**config.mk**
```make
export PLATFORM = sky130hd
export DESIGN_NAME = track_point_simplifier_flat
export DESIGN_NICKNAME = d
export VERILOG_FILES = /design/src/hdl/tps_pkg.sv /design/src/hdl/tps_in_if.sv /design/src/hdl/tps_out_if.sv /design/src/hdl/tps_ctrl.sv /design/src/hdl/tps_dp.sv /design/src/hdl/track_point_simplifier.sv /design/src/flat_wrapper.sv
export SDC_FILE = /design/constraint.sdc
export NUM_CORES = 2
export LEC_CHECK = 0
export BUFFER_PORTS_ARGS = -buffer_cell sky130_fd_sc_hd__buf_2
export CORE_ASPECT_RATIO = 1.75
export CORE_MARGIN = 1
export CORE_UTILIZATION = 43
export DETAILED_ROUTE_END_ITERATION = 10
export HOLD_SLACK_MARGIN = 0.15
export PLACE_DENSITY = 0.6
export SLEW_MARGIN = 0
export SYNTH_ARGS = -nofsm -noshare
export SYNTH_HDL_FRONTEND = slang
export SYNTH_SLANG_ARGS = --single-unit
```
**constraint.sdc**
```tcl
create_clock -name clk -period 7.6 [get_ports clk]
set_input_delay 1.52 -clock clk [delete_from_list [all_inputs] [get_ports clk]]
set_output_delay 1.52 -clock clk [all_outputs]
set_load 0.005 [all_outputs]
```
**src/hdl/tps_pkg.sv**
```systemverilog
// Shared types for the track point simplifier: multiplier operand selects,
// output selects and the command/status bundles between controller and datapath.
// No dependencies.
`default_nettype none

package tps_pkg;

    typedef enum logic [3:0] {
        MUL_AX,   // a * point x
        MUL_BY,   // b * point y
        MUL_VV,   // v * v, v held in the accumulator
        MUL_TT,   // threshold * threshold
        MUL_AA,   // a * a
        MUL_BB,   // b * b
        MUL_ST,   // sum of squares (accumulator) * threshold squared
        MUL_D1,   // (prev x - tail x) * (point x - prev x)
        MUL_D2,   // (prev y - tail y) * (point y - prev y)
        MUL_LX,   // a * prev x, for a new line
        MUL_LY    // b * prev y, for a new line
    } mul_src_t;

    typedef enum logic [1:0] {
        OUT_NONE,
        OUT_IN,
        OUT_PREV,
        OUT_TAIL
    } out_sel_t;

    typedef struct packed {
        logic     latch;
        logic     start;
        mul_src_t src;
        logic     add;
        logic     add_c;
        logic     cap_lhs;
        logic     cap_t2;
        logic     set_ab;
        logic     set_c;
        logic     advance;
        logic     clear_seen;
        logic     out_load;
        out_sel_t out_sel;
        logic     out_acc;
        logic     out_last;
    } tps_cmd_t;

    typedef struct packed {
        logic       mul_done;
        logic       off_break;
        logic       acc_neg;
        logic       eq_prev;
        logic       tail_eq_prev;
        logic       opcode;
        logic [1:0] seen;
        logic       out_free;
    } tps_status_t;

    localparam logic OP_PUSH = 1'b0;
    localparam logic OP_END  = 1'b1;

endpackage

`default_nettype wire

```
**src/hdl/tps_in_if.sv**
```systemverilog
// Input channel of the track point simplifier: valid/ready plus one point item.
// No dependencies.
`default_nettype none

interface tps_in_if #(
    parameter int COORD_BITS = 24
);
    logic                         valid;
    logic                         ready;
    logic                         opcode;
    logic signed [COORD_BITS-1:0] point_x;
    logic signed [COORD_BITS-1:0] point_y;

    modport source (output valid, opcode, point_x, point_y, input ready);
    modport sink   (input valid, opcode, point_x, point_y, output ready);
endinterface

`default_nettype wire

```
**src/hdl/tps_out_if.sv**
```systemverilog
// Result channel of the track point simplifier: valid/ready plus one result item.
// No dependencies.
`default_nettype none

interface tps_out_if #(
    parameter int COORD_BITS = 24
);
    logic                         valid;
    logic                         ready;
    logic                         is_point;
    logic signed [COORD_BITS-1:0] out_x;
    logic signed [COORD_BITS-1:0] out_y;
    logic                         accepted;
    logic                         last;

    modport source (output valid, is_point, out_x, out_y, accepted, last, input ready);
    modport sink   (input valid, is_point, out_x, out_y, accepted, last, output ready);
endinterface

`default_nettype wire

```
**src/hdl/tps_ctrl.sv**
```systemverilog
// Controller of the track point simplifier: sequences multiplies, tests and emits.
// Depends on tps_pkg.
`default_nettype none

module tps_ctrl (
    input  wire                       clk,
    input  wire                       rst_n,
    input  wire                       in_valid,
    output logic                      in_ready,
    input  wire                       second_filter_mode,
    input  wire tps_pkg::tps_status_t st,
    output tps_pkg::tps_cmd_t         cmd
);
    import tps_pkg::*;

    typedef enum logic [23:0] {
        S_IDLE     = 24'h000001,
        S_DISPATCH = 24'h000002,
        S_MWAIT    = 24'h000004,
        S_V_BY     = 24'h000008,
        S_V_C      = 24'h000010,
        S_V_SQ     = 24'h000020,
        S_T_SQ     = 24'h000040,
        S_S_AA     = 24'h000080,
        S_S_BB     = 24'h000100,
        S_R_ST     = 24'h000200,
        S_CMP      = 24'h000400,
        S_D_2      = 24'h000800,
        S_D_CHK    = 24'h001000,
        S_EM_TAIL  = 24'h002000,
        S_EM_PREV  = 24'h004000,
        S_EM_ADV   = 24'h008000,
        S_EM_STAT0 = 24'h010000,
        S_EM_STAT1 = 24'h020000,
        S_EM_FIRST = 24'h040000,
        S_EM_END   = 24'h080000,
        S_LINE_AB  = 24'h100000,
        S_L_AX     = 24'h200000,
        S_L_BY     = 24'h400000,
        S_L_C      = 24'h800000
    } state_t;

    state_t state_reg, state_next;
    state_t ret_reg, ret_next;

    always_ff @(posedge clk or negedge rst_n)
    begin
        if (!rst_n)
        begin
            state_reg <= S_IDLE;
            ret_reg   <= S_IDLE;
        end
        else
        begin
            state_reg <= state_next;
            ret_reg   <= ret_next;
        end
    end

    always_comb
    begin
        state_next = state_reg;
        ret_next   = ret_reg;
        cmd        = '0;
        cmd.src    = MUL_AX;
        cmd.out_sel = OUT_NONE;
        in_ready   = 1'b0;
        case (state_reg)
            S_IDLE:
            begin
                in_ready = 1'b1;
                if (in_valid)
                begin
                    cmd.latch  = 1'b1;
                    state_next = S_DISPATCH;
                end
            end
            S_DISPATCH:
            begin
                if (st.opcode == OP_END)
                    state_next = S_EM_END;
                else if (st.seen == 2'd0)
                    state_next = S_EM_FIRST;
                else if (st.seen == 2'd1)
                    state_next = st.eq_prev ? S_EM_STAT0 : S_EM_STAT1;
                else
                begin
                    cmd.start  = 1'b1;
                    cmd.src    = MUL_AX;
                    ret_next   = S_V_BY;
                    state_next = S_MWAIT;
                end
            end
            S_MWAIT:
            begin
                if (st.mul_done)
                    state_next = ret_reg;
            end
            S_V_BY:
            begin
                cmd.start  = 1'b1;
                cmd.src    = MUL_BY;
                cmd.add    = 1'b1;
                ret_next   = S_V_C;
                state_next = S_MWAIT;
            end
            S_V_C:
            begin
                cmd.add_c  = 1'b1;
                state_next = S_V_SQ;
            end
            S_V_SQ:
            begin
                cmd.start  = 1'b1;
                cmd.src    = MUL_VV;
                ret_next   = S_T_SQ;
                state_next = S_MWAIT;
            end
            S_T_SQ:
            begin
                cmd.cap_lhs = 1'b1;
                cmd.start   = 1'b1;
                cmd.src     = MUL_TT;
                ret_next    = S_S_AA;
                state_next  = S_MWAIT;
            end
            S_S_AA:
            begin
                cmd.cap_t2 = 1'b1;
                cmd.start  = 1'b1;
                cmd.src    = MUL_AA;
                ret_next   = S_S_BB;
                state_next = S_MWAIT;
            end
            S_S_BB:
            begin
                cmd.start  = 1'b1;
                cmd.src    = MUL_BB;
                cmd.add    = 1'b1;
                ret_next   = S_R_ST;
                state_next = S_MWAIT;
            end
            S_R_ST:
            begin
                cmd.start  = 1'b1;
                cmd.src    = MUL_ST;
                ret_next   = S_CMP;
                state_next = S_MWAIT;
            end
            S_CMP:
            begin
                if (st.off_break)
                    state_next = second_filter_mode ? S_EM_TAIL : S_EM_PREV;
                else if (st.tail_eq_prev)
                    state_next = S_EM_STAT0;
                else
                begin
                    cmd.start  = 1'b1;
                    cmd.src    = MUL_D1;
                    ret_next   = S_D_2;
                    state_next = S_MWAIT;
                end
            end
            S_D_2:
            begin
                cmd.start  = 1'b1;
                cmd.src    = MUL_D2;
                cmd.add    = 1'b1;
                ret_next   = S_D_CHK;
                state_next = S_MWAIT;
            end
            S_D_CHK:
            begin
                if (st.acc_neg)
                    state_next = second_filter_mode ? S_EM_TAIL : S_EM_PREV;
                else
                    state_next = S_EM_ADV;
            end
            S_EM_TAIL:
            begin
                if (st.out_free)
                begin
                    cmd.out_load = 1'b1;
                    cmd.out_sel  = OUT_TAIL;
                    state_next   = S_EM_PREV;
                end
            end
            S_EM_PREV:
            begin
                if (st.out_free)
                begin
                    cmd.out_load = 1'b1;
                    cmd.out_sel  = OUT_PREV;
                    cmd.out_acc  = !st.eq_prev;
                    cmd.out_last = 1'b1;
                    state_next   = st.eq_prev ? S_IDLE : S_LINE_AB;
                end
            end
            S_EM_ADV:
            begin
                if (st.out_free)
                begin
                    cmd.out_load = 1'b1;
                    cmd.out_last = 1'b1;
                    cmd.advance  = 1'b1;
                    state_next   = S_IDLE;
                end
            end
            S_EM_STAT0:
            begin
                if (st.out_free)
                begin
                    cmd.out_load = 1'b1;
                    cmd.out_last = 1'b1;
                    state_next   = S_IDLE;
                end
            end
            S_EM_STAT1:
            begin
                if (st.out_free)
                begin
                    cmd.out_load = 1'b1;
                    cmd.out_acc  = 1'b1;
                    cmd.out_last = 1'b1;
                    state_next   = S_LINE_AB;
                end
            end
            S_EM_FIRST:
            begin
                if (st.out_free)
                begin
                    cmd.out_load = 1'b1;
                    cmd.out_sel  = OUT_IN;
                    cmd.out_acc  = 1'b1;
                    cmd.out_last = 1'b1;
                    cmd.advance  = 1'b1;
                    state_next   = S_IDLE;
                end
            end
            S_EM_END:
            begin
                if (st.out_free)
                begin
                    cmd.out_load   = 1'b1;
                    cmd.out_sel    = OUT_PREV;
                    cmd.out_last   = 1'b1;
                    cmd.clear_seen = 1'b1;
                    state_next     = S_IDLE;
                end
            end
            S_LINE_AB:
            begin
                cmd.set_ab = 1'b1;
                state_next = S_L_AX;
            end
            S_L_AX:
            begin
                cmd.start  = 1'b1;
                cmd.src    = MUL_LX;
                ret_next   = S_L_BY;
                state_next = S_MWAIT;
            end
            S_L_BY:
            begin
                cmd.start  = 1'b1;
                cmd.src    = MUL_LY;
                cmd.add    = 1'b1;
                ret_next   = S_L_C;
                state_next = S_MWAIT;
            end
            S_L_C:
            begin
                cmd.set_c   = 1'b1;
                cmd.advance = 1'b1;
                state_next  = S_IDLE;
            end
            default:
            begin
                state_next = S_IDLE;
            end
        endcase
    end

endmodule

`default_nettype wire

```
**src/hdl/tps_dp.sv**
```systemverilog
// Datapath of the track point simplifier: point and line state, shared
// 4-bit-per-cycle multiplier with accumulator, result register.
// Depends on tps_pkg.
`default_nettype none

module tps_dp #(
    parameter int COORD_BITS = 24
) (
    input  wire                          clk,
    input  wire                          rst_n,
    input  wire tps_pkg::tps_cmd_t       cmd,
    output tps_pkg::tps_status_t         st,
    input  wire [15:0]                   offset_threshold,
    input  wire                          in_opcode,
    input  wire signed [COORD_BITS-1:0]  in_x,
    input  wire signed [COORD_BITS-1:0]  in_y,
    output logic                         out_valid,
    input  wire                          out_ready,
    output logic                         out_is_point,
    output logic signed [COORD_BITS-1:0] out_x,
    output logic signed [COORD_BITS-1:0] out_y,
    output logic                         out_accepted,
    output logic                         out_last
);
    import tps_pkg::*;

    localparam int N    = COORD_BITS;
    localparam int AW   = N + 1;
    localparam int CW   = 2 * N + 2;
    localparam int OPW  = (2 * N + 4 > 32) ? 2 * N + 4 : 32;
    localparam int OW   = OPW + 1;
    localparam int PW   = 2 * OPW + 2;
    localparam int NIT  = (OPW + 3) / 4;
    localparam int CNTW = $clog2(NIT);

    logic               op_reg;
    logic signed [N-1:0] px_reg, py_reg;
    logic signed [N-1:0] prev_x_reg, prev_y_reg, tail_x_reg, tail_y_reg;
    logic signed [AW-1:0] a_reg, b_reg;
    logic signed [CW-1:0] c_reg;
    logic [1:0]          seen_reg;
    logic signed [PW-1:0] acc_reg, lhs_reg;
    logic signed [OW-1:0] t2_reg;

    logic [PW-1:0]       ma_reg, prod_reg;
    logic [OPW-1:0]      mb_reg;
    logic                neg_reg, add_reg, busy_reg, fin_reg;
    logic [CNTW-1:0]     cnt_reg;

    logic signed [OW-1:0] op_a, op_b, mag_a, mag_b;
    logic signed [AW-1:0] dx_pt, dy_pt, dx_pp, dy_pp;
    logic signed [PW-1:0] mul_res;

    // Input point and state registers
    always_ff @(posedge clk)
    begin
        if (cmd.latch)
        begin
            op_reg <= in_opcode;
            px_reg <= in_x;
            py_reg <= in_y;
        end
        if (cmd.cap_lhs)
            lhs_reg <= acc_reg;
        if (cmd.cap_t2)
            t2_reg <= acc_reg[OW-1:0];
    end

    always_ff @(posedge clk or negedge rst_n)
    begin
        if (!rst_n)
        begin
            prev_x_reg <= '0;
            prev_y_reg <= '0;
            tail_x_reg <= '0;
            tail_y_reg <= '0;
            a_reg      <= '0;
            b_reg      <= '0;
            c_reg      <= '0;
            seen_reg   <= '0;
        end
        else
        begin
            if (cmd.set_ab)
            begin
                a_reg <= AW'(py_reg) - AW'(prev_y_reg);
                b_reg <= AW'(prev_x_reg) - AW'(px_reg);
            end
            if (cmd.set_c)
                c_reg <= CW'(-acc_reg);
            if (cmd.advance)
            begin
                tail_x_reg <= prev_x_reg;
                tail_y_reg <= prev_y_reg;
                prev_x_reg <= px_reg;
                prev_y_reg <= py_reg;
                if (seen_reg != 2'd2)
                    seen_reg <= seen_reg + 2'd1;
            end
            if (cmd.clear_seen)
                seen_reg <= '0;
        end
    end

    // Operand selection
    assign dx_pp = AW'(prev_x_reg) - AW'(tail_x_reg);
    assign dy_pp = AW'(prev_y_reg) - AW'(tail_y_reg);
    assign dx_pt = AW'(px_reg) - AW'(prev_x_reg);
    assign dy_pt = AW'(py_reg) - AW'(prev_y_reg);

    always_comb
    begin
        case (cmd.src)
            MUL_AX:  begin op_a = OW'(a_reg); op_b = OW'(px_reg); end
            MUL_BY:  begin op_a = OW'(b_reg); op_b = OW'(py_reg); end
            MUL_VV:  begin op_a = acc_reg[OW-1:0]; op_b = acc_reg[OW-1:0]; end
            MUL_TT:
            begin
                op_a = OW'($signed({1'b0, offset_threshold}));
                op_b = OW'($signed({1'b0, offset_threshold}));
            end
            MUL_AA:  begin op_a = OW'(a_reg); op_b = OW'(a_reg); end
            MUL_BB:  begin op_a = OW'(b_reg); op_b = OW'(b_reg); end
            MUL_ST:  begin op_a = acc_reg[OW-1:0]; op_b = t2_reg; end
            MUL_D1:  begin op_a = OW'(dx_pp); op_b = OW'(dx_pt); end
            MUL_D2:  begin op_a = OW'(dy_pp); op_b = OW'(dy_pt); end
            MUL_LX:  begin op_a = OW'(a_reg); op_b = OW'(prev_x_reg); end
            MUL_LY:  begin op_a = OW'(b_reg); op_b = OW'(prev_y_reg); end
            default: begin op_a = '0; op_b = '0; end
        endcase
    end

    assign mag_a   = op_a[OW-1] ? -op_a : op_a;
    assign mag_b   = op_b[OW-1] ? -op_b : op_b;
    assign mul_res = neg_reg ? -$signed(prod_reg) : $signed(prod_reg);

    // Shared multiplier: four multiplier bits per cycle, then fold into the accumulator
    always_ff @(posedge clk or negedge rst_n)
    begin
        if (!rst_n)
        begin
            busy_reg <= 1'b0;
            fin_reg  <= 1'b0;
            cnt_reg  <= '0;
        end
        else
        begin
            fin_reg <= 1'b0;
            if (cmd.start)
            begin
                busy_reg <= 1'b1;
                cnt_reg  <= '0;
            end
            else if (busy_reg)
            begin
                cnt_reg <= cnt_reg + CNTW'(1);
                if (cnt_reg == CNTW'(NIT - 1))
                begin
                    busy_reg <= 1'b0;
                    fin_reg  <= 1'b1;
                end
            end
        end
    end

    always_ff @(posedge clk)
    begin
        if (cmd.start)
        begin
            ma_reg   <= PW'(mag_a[OPW-1:0]);
            mb_reg   <= mag_b[OPW-1:0];
            neg_reg  <= op_a[OW-1] ^ op_b[OW-1];
            add_reg  <= cmd.add;
            prod_reg <= '0;
        end
        else if (busy_reg)
        begin
            prod_reg <= prod_reg + ma_reg * PW'(mb_reg[3:0]);
            ma_reg   <= ma_reg << 4;
            mb_reg   <= mb_reg >> 4;
        end
        if (fin_reg)
            acc_reg <= add_reg ? acc_reg + mul_res : mul_res;
        else if (cmd.add_c)
            acc_reg <= acc_reg + PW'(c_reg);
    end

    // Result register
    always_ff @(posedge clk or negedge rst_n)
    begin
        if (!rst_n)
            out_valid <= 1'b0;
        else if (cmd.out_load)
            out_valid <= 1'b1;
        else if (out_ready)
            out_valid <= 1'b0;
    end

    always_ff @(posedge clk)
    begin
        if (cmd.out_load)
        begin
            out_accepted <= cmd.out_acc;
            out_last     <= cmd.out_last;
            case (cmd.out_sel)
                OUT_IN:   begin out_is_point <= 1'b1; out_x <= px_reg; out_y <= py_reg; end
                OUT_PREV:
                begin
                    out_is_point <= 1'b1;
                    out_x        <= prev_x_reg;
                    out_y        <= prev_y_reg;
                end
                OUT_TAIL:
                begin
                    out_is_point <= 1'b1;
                    out_x        <= tail_x_reg;
                    out_y        <= tail_y_reg;
                end
                default:  begin out_is_point <= 1'b0; out_x <= '0; out_y <= '0; end
            endcase
        end
    end

    assign st.mul_done     = fin_reg;
    assign st.off_break    = lhs_reg > acc_reg;
    assign st.acc_neg      = acc_reg[PW-1];
    assign st.eq_prev      = (px_reg == prev_x_reg) && (py_reg == prev_y_reg);
    assign st.tail_eq_prev = (tail_x_reg == prev_x_reg) && (tail_y_reg == prev_y_reg);
    assign st.opcode       = op_reg;
    assign st.seen         = seen_reg;
    assign st.out_free     = !out_valid || out_ready;

endmodule

`default_nettype wire

```
**src/hdl/track_point_simplifier.sv**
```systemverilog
// Track point simplifier top level: APB configuration registers, controller, datapath.
// An end item or a first or second point gets its result without a multiply; a later
// point takes 7 to 11 multiplies on the single shared 4-bit-per-cycle multiplier,
// which works through OPW = max(2*COORD_BITS+4, 32) operand bits (52 at the default)
// per multiply. One item is in work at a time.
// Reset (rst_n, asynchronous, active low) clears points, line, count and registers.
// Depends on tps_pkg, tps_in_if, tps_out_if, tps_ctrl, tps_dp.
`default_nettype none

module track_point_simplifier #(
    parameter int COORD_BITS = 24
) (
    input  wire          clk,
    input  wire          rst_n,
    tps_in_if.sink       in_ch,
    tps_out_if.source    out_ch,
    input  wire          psel,
    input  wire          penable,
    input  wire          pwrite,
    input  wire [2:0]    paddr,
    input  wire [31:0]   pwdata,
    output logic [31:0]  prdata,
    output logic         pready
);
    import tps_pkg::*;

    localparam logic REG_THRESHOLD = 1'b0;
    localparam logic REG_MODE      = 1'b1;

    logic [15:0] offset_threshold_reg;
    logic        second_filter_mode_reg;
    logic        cfg_write;

    tps_cmd_t    cmd;
    tps_status_t st;

    // Configuration: a transfer writes in its access phase; word index is paddr[2]
    assign pready    = 1'b1;
    assign cfg_write = psel && penable && pwrite;

    always_ff @(posedge clk or negedge rst_n)
    begin
        if (!rst_n)
        begin
            offset_threshold_reg   <= '0;
            second_filter_mode_reg <= 1'b0;
        end
        else if (cfg_write)
        begin
            case (paddr[2])
                REG_THRESHOLD: offset_threshold_reg   <= pwdata[15:0];
                REG_MODE:      second_filter_mode_reg <= pwdata[0];
                default:       offset_threshold_reg   <= offset_threshold_reg;
            endcase
        end
    end

    always_comb
    begin
        case (paddr[2])
            REG_THRESHOLD: prdata = {16'd0, offset_threshold_reg};
            REG_MODE:      prdata = {31'd0, second_filter_mode_reg};
            default:       prdata = '0;
        endcase
    end

    // Controller: takes one input transfer when idle, then sequences the datapath
    tps_ctrl u_ctrl (
        .clk                (clk),
        .rst_n              (rst_n),
        .in_valid           (in_ch.valid),
        .in_ready           (in_ch.ready),
        .second_filter_mode (second_filter_mode_reg),
        .st                 (st),
        .cmd                (cmd)
    );

    // Datapath: holds the track state and the result register, which parts
    // the output side so a new item can be taken while the last result waits
    tps_dp #(
        .COORD_BITS (COORD_BITS)
    ) u_dp (
        .clk              (clk),
        .rst_n            (rst_n),
        .cmd              (cmd),
        .st               (st),
        .offset_threshold (offset_threshold_reg),
        .in_opcode        (in_ch.opcode),
        .in_x             (in_ch.point_x),
        .in_y             (in_ch.point_y),
        .out_valid        (out_ch.valid),
        .out_ready        (out_ch.ready),
        .out_is_point     (out_ch.is_point),
        .out_x            (out_ch.out_x),
        .out_y            (out_ch.out_y),
        .out_accepted     (out_ch.accepted),
        .out_last         (out_ch.last)
    );

endmodule

`default_nettype wire

```
**src/flat_wrapper.sv**
```systemverilog
// flat-port wrapper written by rule: the top's interface ports become plain ports
module track_point_simplifier_flat import tps_pkg::*;
#(
    parameter int COORD_BITS = 24
)
  (clk, rst_n, psel, penable, pwrite, paddr, pwdata, prdata, pready, in_ch_valid, in_ch_opcode, in_ch_point_x, in_ch_point_y, in_ch_ready, out_ch_valid, out_ch_is_point, out_ch_out_x, out_ch_out_y, out_ch_accepted, out_ch_last, out_ch_ready);
  tps_in_if #(.COORD_BITS(COORD_BITS)) in_ch_i ();
  tps_out_if #(.COORD_BITS(COORD_BITS)) out_ch_i ();
  input  wire clk;
  input  wire rst_n;
  input  wire psel;
  input  wire penable;
  input  wire pwrite;
  input  wire [2:0] paddr;
  input  wire [31:0] pwdata;
  output logic [31:0] prdata;
  output logic pready;
  input wire logic [$bits(in_ch_i.valid)-1:0] in_ch_valid;
  input wire logic [$bits(in_ch_i.opcode)-1:0] in_ch_opcode;
  input wire logic [$bits(in_ch_i.point_x)-1:0] in_ch_point_x;
  input wire logic [$bits(in_ch_i.point_y)-1:0] in_ch_point_y;
  output wire logic [$bits(in_ch_i.ready)-1:0] in_ch_ready;
  output wire logic [$bits(out_ch_i.valid)-1:0] out_ch_valid;
  output wire logic [$bits(out_ch_i.is_point)-1:0] out_ch_is_point;
  output wire logic [$bits(out_ch_i.out_x)-1:0] out_ch_out_x;
  output wire logic [$bits(out_ch_i.out_y)-1:0] out_ch_out_y;
  output wire logic [$bits(out_ch_i.accepted)-1:0] out_ch_accepted;
  output wire logic [$bits(out_ch_i.last)-1:0] out_ch_last;
  input wire logic [$bits(out_ch_i.ready)-1:0] out_ch_ready;
  assign in_ch_i.valid = in_ch_valid;
  assign in_ch_i.opcode = in_ch_opcode;
  assign in_ch_i.point_x = in_ch_point_x;
  assign in_ch_i.point_y = in_ch_point_y;
  assign in_ch_ready = in_ch_i.ready;
  assign out_ch_valid = out_ch_i.valid;
  assign out_ch_is_point = out_ch_i.is_point;
  assign out_ch_out_x = out_ch_i.out_x;
  assign out_ch_out_y = out_ch_i.out_y;
  assign out_ch_accepted = out_ch_i.accepted;
  assign out_ch_last = out_ch_i.last;
  assign out_ch_i.ready = out_ch_ready;
  track_point_simplifier #(.COORD_BITS(COORD_BITS)) u_core (.clk(clk), .rst_n(rst_n), .in_ch(in_ch_i), .out_ch(out_ch_i), .psel(psel), .penable(penable), .pwrite(pwrite), .paddr(paddr), .pwdata(pwdata), .prdata(prdata), .pready(pready));
endmodule
```
# Word-level counts from Yosys, hierarchy flattened
# Cells that the tools add are included.
[totals]
reg_bits = 901
inputBits = 91
out_inout_bits = 86
[op_classes]
add_sub_neg = 14
multipliers = 1
order_cmp = 1
eq_ne = 55
n_mux = 78
bitwise_logic = 2
n_reduce_logical = 30
[op_table]
columns = ["operator", "n"]
rows = [
  ["$pmux 53 s11", 1],
  ["$mux 106", 4],
  ["$mux 24", 14],
  ["$pmux 53 s6", 1],
  ["$mux 52", 6],
  ["$pmux 24 s12", 1],
  ["$pmux 24 s11", 1],
  ["$add 106x106->106", 2],
  ["$pmux 24 s3", 2],
  ["$sub 24x24->25", 5],
  ["$add 106x50->106", 1],
  ["$gt 106x106->1", 1],
  ["$mul 106x4->106", 1],
  ["$neg 106->106", 1],
  ["$neg 52->52", 2],
  ["$eq 24x24->1", 4],
  ["$pmux 32 s2", 1],
  ["$pmux 5 s11", 1],
  ["$neg 50->50", 1],
  ["$mux 18", 2],
  ["$mux 5", 7],
  ["$eq 24x1->1 const B", 1],
  ["$eq 24x10->1 const B", 1],
  ["$eq 24x11->1 const B", 1],
  ["59 further kinds", 119],
]

# Logic depth before layout (Yosys ltp)
[logic_depth]
ltp_word = 11
depth_mapped = 30
depth_no_buf = 29

# Hierarchy
# A second synthesis with hierarchy kept.
[unflattened]
cells_unflattened = 9635
area_unflattened_um2 = 83133.5
[modules_own_cells]
columns = ["module", "n_inst", "cells_each", "area_each_um2"]
rows = [
  ["tps_dp", 1, 9336, 79999.2],
  ["tps_ctrl", 1, 226, 2188.3],
  ["track_point_simplifier", 1, 73, 945.9],
]

# Worst setup path after synthesis
# No wires, ideal clock.
[synth_timing]
path_type = "reg2reg"
start = "register u_core.u_ctrl.state_reg[3]"
end = "register u_core.u_dp.ma_reg[42] (data pin)"
setup_ns = 0.259
arrival_time_ns = 7.521
required_time_ns = 7.341
slack_ns = -0.180
path_stages_with_launch = 23
n_path_buf = 6
path_cell_list = "dfrtp_1 -> clkbuf_1 -> or4_1 -> buf_2 -> nor4_1 -> and4_1 -> clkbuf_1 -> clkbuf_1 -> clkbuf_1 -> clkbuf_1 -> nand2_1 -> o2111ai_1 -> nor2_1 -> a21oi_1 -> inv_1 -> ha_1 -> nand4_1 -> nor2_1 -> and3_1 -> and2_1 -> a31oi_1 -> mux2i_1 -> a211o_1"
[synth_via]
elab_chain_len = 8
[synth_lines]
columns = ["element", "line_no", "rtl"]
rows = [
  ["from (decl)", "tps_ctrl.sv:43", "state_t state_reg, state_next;"],
  ["from (signal assigned)", "tps_ctrl.sv:55", "state_reg <= state_next;"],
  ["$eq 24x23->1 (tied with other cells)", "tps_ctrl.sv:68", "case (state_reg)"],
  ["$pmux 5 s11 (*)", "tps_ctrl.sv:68", ""],
  ["$eq 4x4->1 (tied with other cells)", "tps_dp.sv:113", "case (cmd.src)"],
  ["$reduce_or 3->1 (no line) or $reduce_or 2->1 (tied branches)", "--", ""],
  ["$pmux 53 s6", "tps_dp.sv:113", ""],
  ["$neg 52->52", "tps_dp.sv:133", "assign mag_a = op_a[OW-1] ? -op_a : op_a;"],
  ["$mux 52", "tps_dp.sv:133", ""],
  ["$mux 52 (*)", "tps_dp.sv:168", "if (cmd.start)"],
  ["to (signal assigned)", "tps_dp.sv:170", "ma_reg <= PW'(mag_a[OPW-1:0]);"],
  ["to (signal assigned)", "tps_dp.sv:179", "ma_reg <= ma_reg << 4;"],
  ["to (decl)", "tps_dp.sv:45", "logic [PW-1:0] ma_reg, prod_reg;"],
]
# Every way passes the cells marked *; elsewhere a longest branch is shown, timed or not.
# A chain may end at the register's enable or synchronous reset.

# Worst setup path in the final report
[layout_timing]
start = "register u_core.u_dp.mb_reg[2]"
end = "register u_core.u_dp.prod_reg[96]"
[layout_via]
elab_chain_len = 2
[layout_lines]
columns = ["element", "line_no", "rtl"]
rows = [
  ["from (decl)", "tps_dp.sv:46", "logic [OPW-1:0] mb_reg;"],
  ["from (signal assigned)", "tps_dp.sv:171", "mb_reg <= mag_b[OPW-1:0];"],
  ["from (signal assigned)", "tps_dp.sv:180", "mb_reg <= mb_reg >> 4;"],
  ["$mul 106x4->106", "tps_dp.sv:178", "prod_reg <= prod_reg + ma_reg * PW'(mb_reg[3:0]);"],
  ["$add 106x106->106", "tps_dp.sv:178", ""],
  ["to (signal assigned)", "tps_dp.sv:178", ""],
  ["to (decl)", "tps_dp.sv:45", ""],
]
# No other way between the ends.

==> summary.txt <==
Hold Crit Class = reg -> reg
Synthesized flop and latch total = 889
Area Growth Syn to Fin = 13.2%
Global-route wire length before repair = 479000 microns
H-tree depth = 3
Residual DRC = 0
LEAKAGE = 39.3 nW
Hold Vio Cnt, Final = 0
Most common cell after layout, fill and taps aside = nand2_1
Top_reg_cell synth = edfxtp_1
Post-Route WL = 329000 microns
DR WL/cell = 27.4 microns
Crit path capture type = flop
Overall Global Routing Usage = 35.0%
Via count = 72.6k
Maximum fanout along the worst path = 24
R2r endpoint = u_core.u_dp.prod_reg[96]
CORE AREA = 0.182 sq mm
Post-route ant nets = 0
Filler instances = 17.6k
Initial Util = 43.3%
Clock root buffer = clkbuf_16
Reg2reg path depth = 26
Sequential share of power = 17.2%
Most frequent cells in the layout = 1179 x nand2_1, 721 x o21ai_0, 641 x nor2_1, 613 x a21oi_1, 579 x inv_1
# hold bufs at CTS = 0
Register area share after synthesis = 30.2%
Post-CTS Setup Bufs = 0
Final period util = 95.8%
Die width = 325 microns
Slew margin rel. = 0.180%
Multi-input combinational cell area = 0.0511 sq mm
DR pass1 iterations = 10
F_max = 0.137 GHz
Pin count of the biggest net entering global routing = 192
Worst-Margin Slew = 1.49 ns
Routability congestion estimate = 1.05
CTS tree = done
Total CTS buffers = 98
Crit. Startpoint = u_core.u_dp.mb_reg[2]
Slew Limit Fails = 0
DR vias/cell = 6.05
Final setup TNS = 0 ns
Arrival time at the worst endpoint = 7.92 ns
Crit path launch type = flop
Die area = 0.185 sq mm
IO Port Bufs = 141
Mapped Cells = 9133
Worst VDD drop = 0.459 mV
Pwr Density = 490 mW/mm^2
DP Wirelength = 260000 microns
Yosys Warn Count = 0
Max_cap viols = 2
Comb power frac = 70.5%
P_sw = 22.1 mW
Failing checks = capacitance limit
Layout cells sized above 1 = 11.2%
Final min period = 7.28 ns
Initial antenna violation count = 10
Status = finished with violations
Synthesized area = 0.0787 sq mm
Post-layout util = 49.0%
Worst setup path class = reg -> reg
# setup viols final = 0
Unrepaired setup endpoints after global routing = false
Clock transition at path regs = 0.07 ns
Num Clock Sinks = 889
Skew final = 0.0324 ns
DRT iter0 DRCs = 4986
Clk network pwr share = 12.3%
Worst skew pair latency = 0.77 ns
Post-synth EDFFs = 471
P_int = 21.5 mW
I/O pins = 177
Vias in the first global route = 74.2k
Switching Share = 50.7%
Required time of the critical path = 8.25 ns
Worst setup endpoint = u_core.u_dp.prod_reg[96]
Register area = 0.0238 sq mm
Synth unique cells = 107
Num rows = 207
DIE HEIGHT = 568 microns
Nets = 10.5k
Reg2Reg Setup Slack = 0.32 ns
R2r startpoint = u_core.u_dp.mb_reg[2]
GRT Residual Overflow = 0
CTS max path bufs = 3
Post-Syn Area per Cell = 8.62 sq um
Asr flop ratio synth = 29.0%
## metrics by stage
| step | hold WS [ns] | instance area (sq um) | setup slack [ns] | power [mW] | std cells |
|---|---|---|---|---|---|
| global placement | 0.450 | 85500 | 0.0190 | 37.5 | 11818 |
| global route | 0.487 | 89100 | 0.00601 | 46.7 | 12005 |
| finish | 0.469 | 89100 | 0.322 | 43.7 | 12009 |
| CTS | 0.469 | 89000 | 0.00286 | 43.3 | 12003 |
| detailed placement | 0.460 | 85500 | 0.0737 | 37.7 | 11818 |
| floorplan | 0.437 | 78800 | 0.859 | 27.7 | 9148 |
## worst max-delay path: stages (launching register included)
cell,delay [ns]
edfxtp_1,0.65
buf_12,0.24
nand2_1,0.09
fa_1,0.51
inv_1,0.05
fa_1,0.49
fa_1,0.42
ha_1,0.38
a21oi_1,0.18
o21ai_0,0.13
a211oi_1,0.29
buf_4,0.16
o311ai_0,0.13
a31oi_1,0.36
o21ai_0,0.29
a221oi_1,0.33
buf_4,0.17
o211a_1,0.19
o31a_1,0.26
o21ba_2,0.19
o21ai_0,0.16
a211o_1,0.34
o41ai_2,0.41
buf_4,0.19
nor2b_1,0.04
o311a_1,0.28
a32o_1,0.21
## cells in the mapped netlist, drive strengths merged, types with 26 or more instances
master / instances / area share (%)
edfxtp: 471 / 18
a221oi: 55 / 0.64
o21a: 59 / 0.56
ha: 554 / 8.8
clkbuf: 410 / 2.0
fa: 315 / 8.0
mux2i: 156 / 2.0
nor4: 57 / 0.56
and2: 175 / 1.4
nand4: 153 / 1.3
o31ai: 80 / 0.78
or2: 38 / 0.30
dfrtp: 256 / 8.1
nor3: 134 / 0.86
a211oi: 81 / 0.79
buf: 59 / 0.43
xor2: 206 / 2.3
dfxtp: 160 / 4.1
xnor2: 393 / 4.4
or3: 53 / 0.42
and4: 26 / 0.29
o21ai: 738 / 4.7
a222oi: 39 / 0.50
inv: 582 / 2.8
mux2: 31 / 0.44
a31oi: 71 / 0.56
nand3: 156 / 1.0
o21bai: 69 / 0.66
nand2: 1182 / 5.6
and3: 69 / 0.55
a21boi: 32 / 0.31
a21o: 350 / 3.3
nor2b: 89 / 0.71
o211ai: 117 / 1.1
a22oi: 50 / 0.48
nand2b: 85 / 0.69
a21oi: 615 / 3.9
or4: 34 / 0.33
nor2: 646 / 3.1
## power groups by stage
stage | clock network [mW] | registers (mW) | logic (mW)
finish | 5.39 | 7.51 | 30.8
global route | 5.61 | 7.59 | 33.5
CTS | 5.48 | 7.47 | 30.4
detailed placement | 0 | 7.55 | 30.1
global placement | 0 | 7.53 | 30.0
floorplan | 0 | 7.07 | 20.6
## layer usage
layer  up-vias  global-route usage [%]  part of all wire [%]
met1     35499                    31.2                    31
met5         -                       0                 0.014
met3      1230                    5.00                   4.6
li1      33246                       -                     -
met2      2629                    63.6                    51
met4         8                    39.4                    14
## repair_timing
action,4_1_cts,5_1_grt
gates resized for setup,0,22
setup endpoints to repair,0,23
hold endpoints to repair,0,0
## cells by family after synthesis
group	count (synthesis)	share of synthesized area, %
and+or+nand+nor	2965	17.8
buffers and inverters	1053	5.17
other	2	0.00954
DFF	889	30.2
xor gates and xnor gates	599	6.66
muxes	187	2.43
adders and majority gates	869	16.8
AOI/OAI and AO/OA	2569	20.8
## layout make-up
class,count,share of cell area (%)
diodes,6,0.0168
clock buffers,130,3.11
clock inverters,55,0.809
inverters,584,2.46
multi-input cells,7206,57.4
flip-flops and latches,889,26.7
well taps,2403,3.37
repair buffers,736,6.15
## how the worst min path moves through the flow
| stage | from | end | slack (ns) | cells after the start |
|---|---|---|---|---|
| after floorplan | u_core.u_ctrl.ret_reg[0] | u_core.u_ctrl.ret_reg[0] | 0.44 | 2 |
| after global placement | u_core.u_ctrl.ret_reg[0] | u_core.u_ctrl.ret_reg[0] | 0.45 | 2 |
| after detailed placement | u_core.u_ctrl.ret_reg[0] | u_core.u_ctrl.ret_reg[0] | 0.46 | 2 |
| after CTS | u_core.u_ctrl.ret_reg[0] | u_core.u_ctrl.ret_reg[0] | 0.47 | 2 |
| after global routing | u_core.u_ctrl.ret_reg[7] | u_core.u_ctrl.ret_reg[7] | 0.49 | 1 |
| final | u_core.u_ctrl.ret_reg[0] | u_core.u_ctrl.ret_reg[0] | 0.47 | 2 |
No activity file was read; power rests on OpenSTA's default activity.
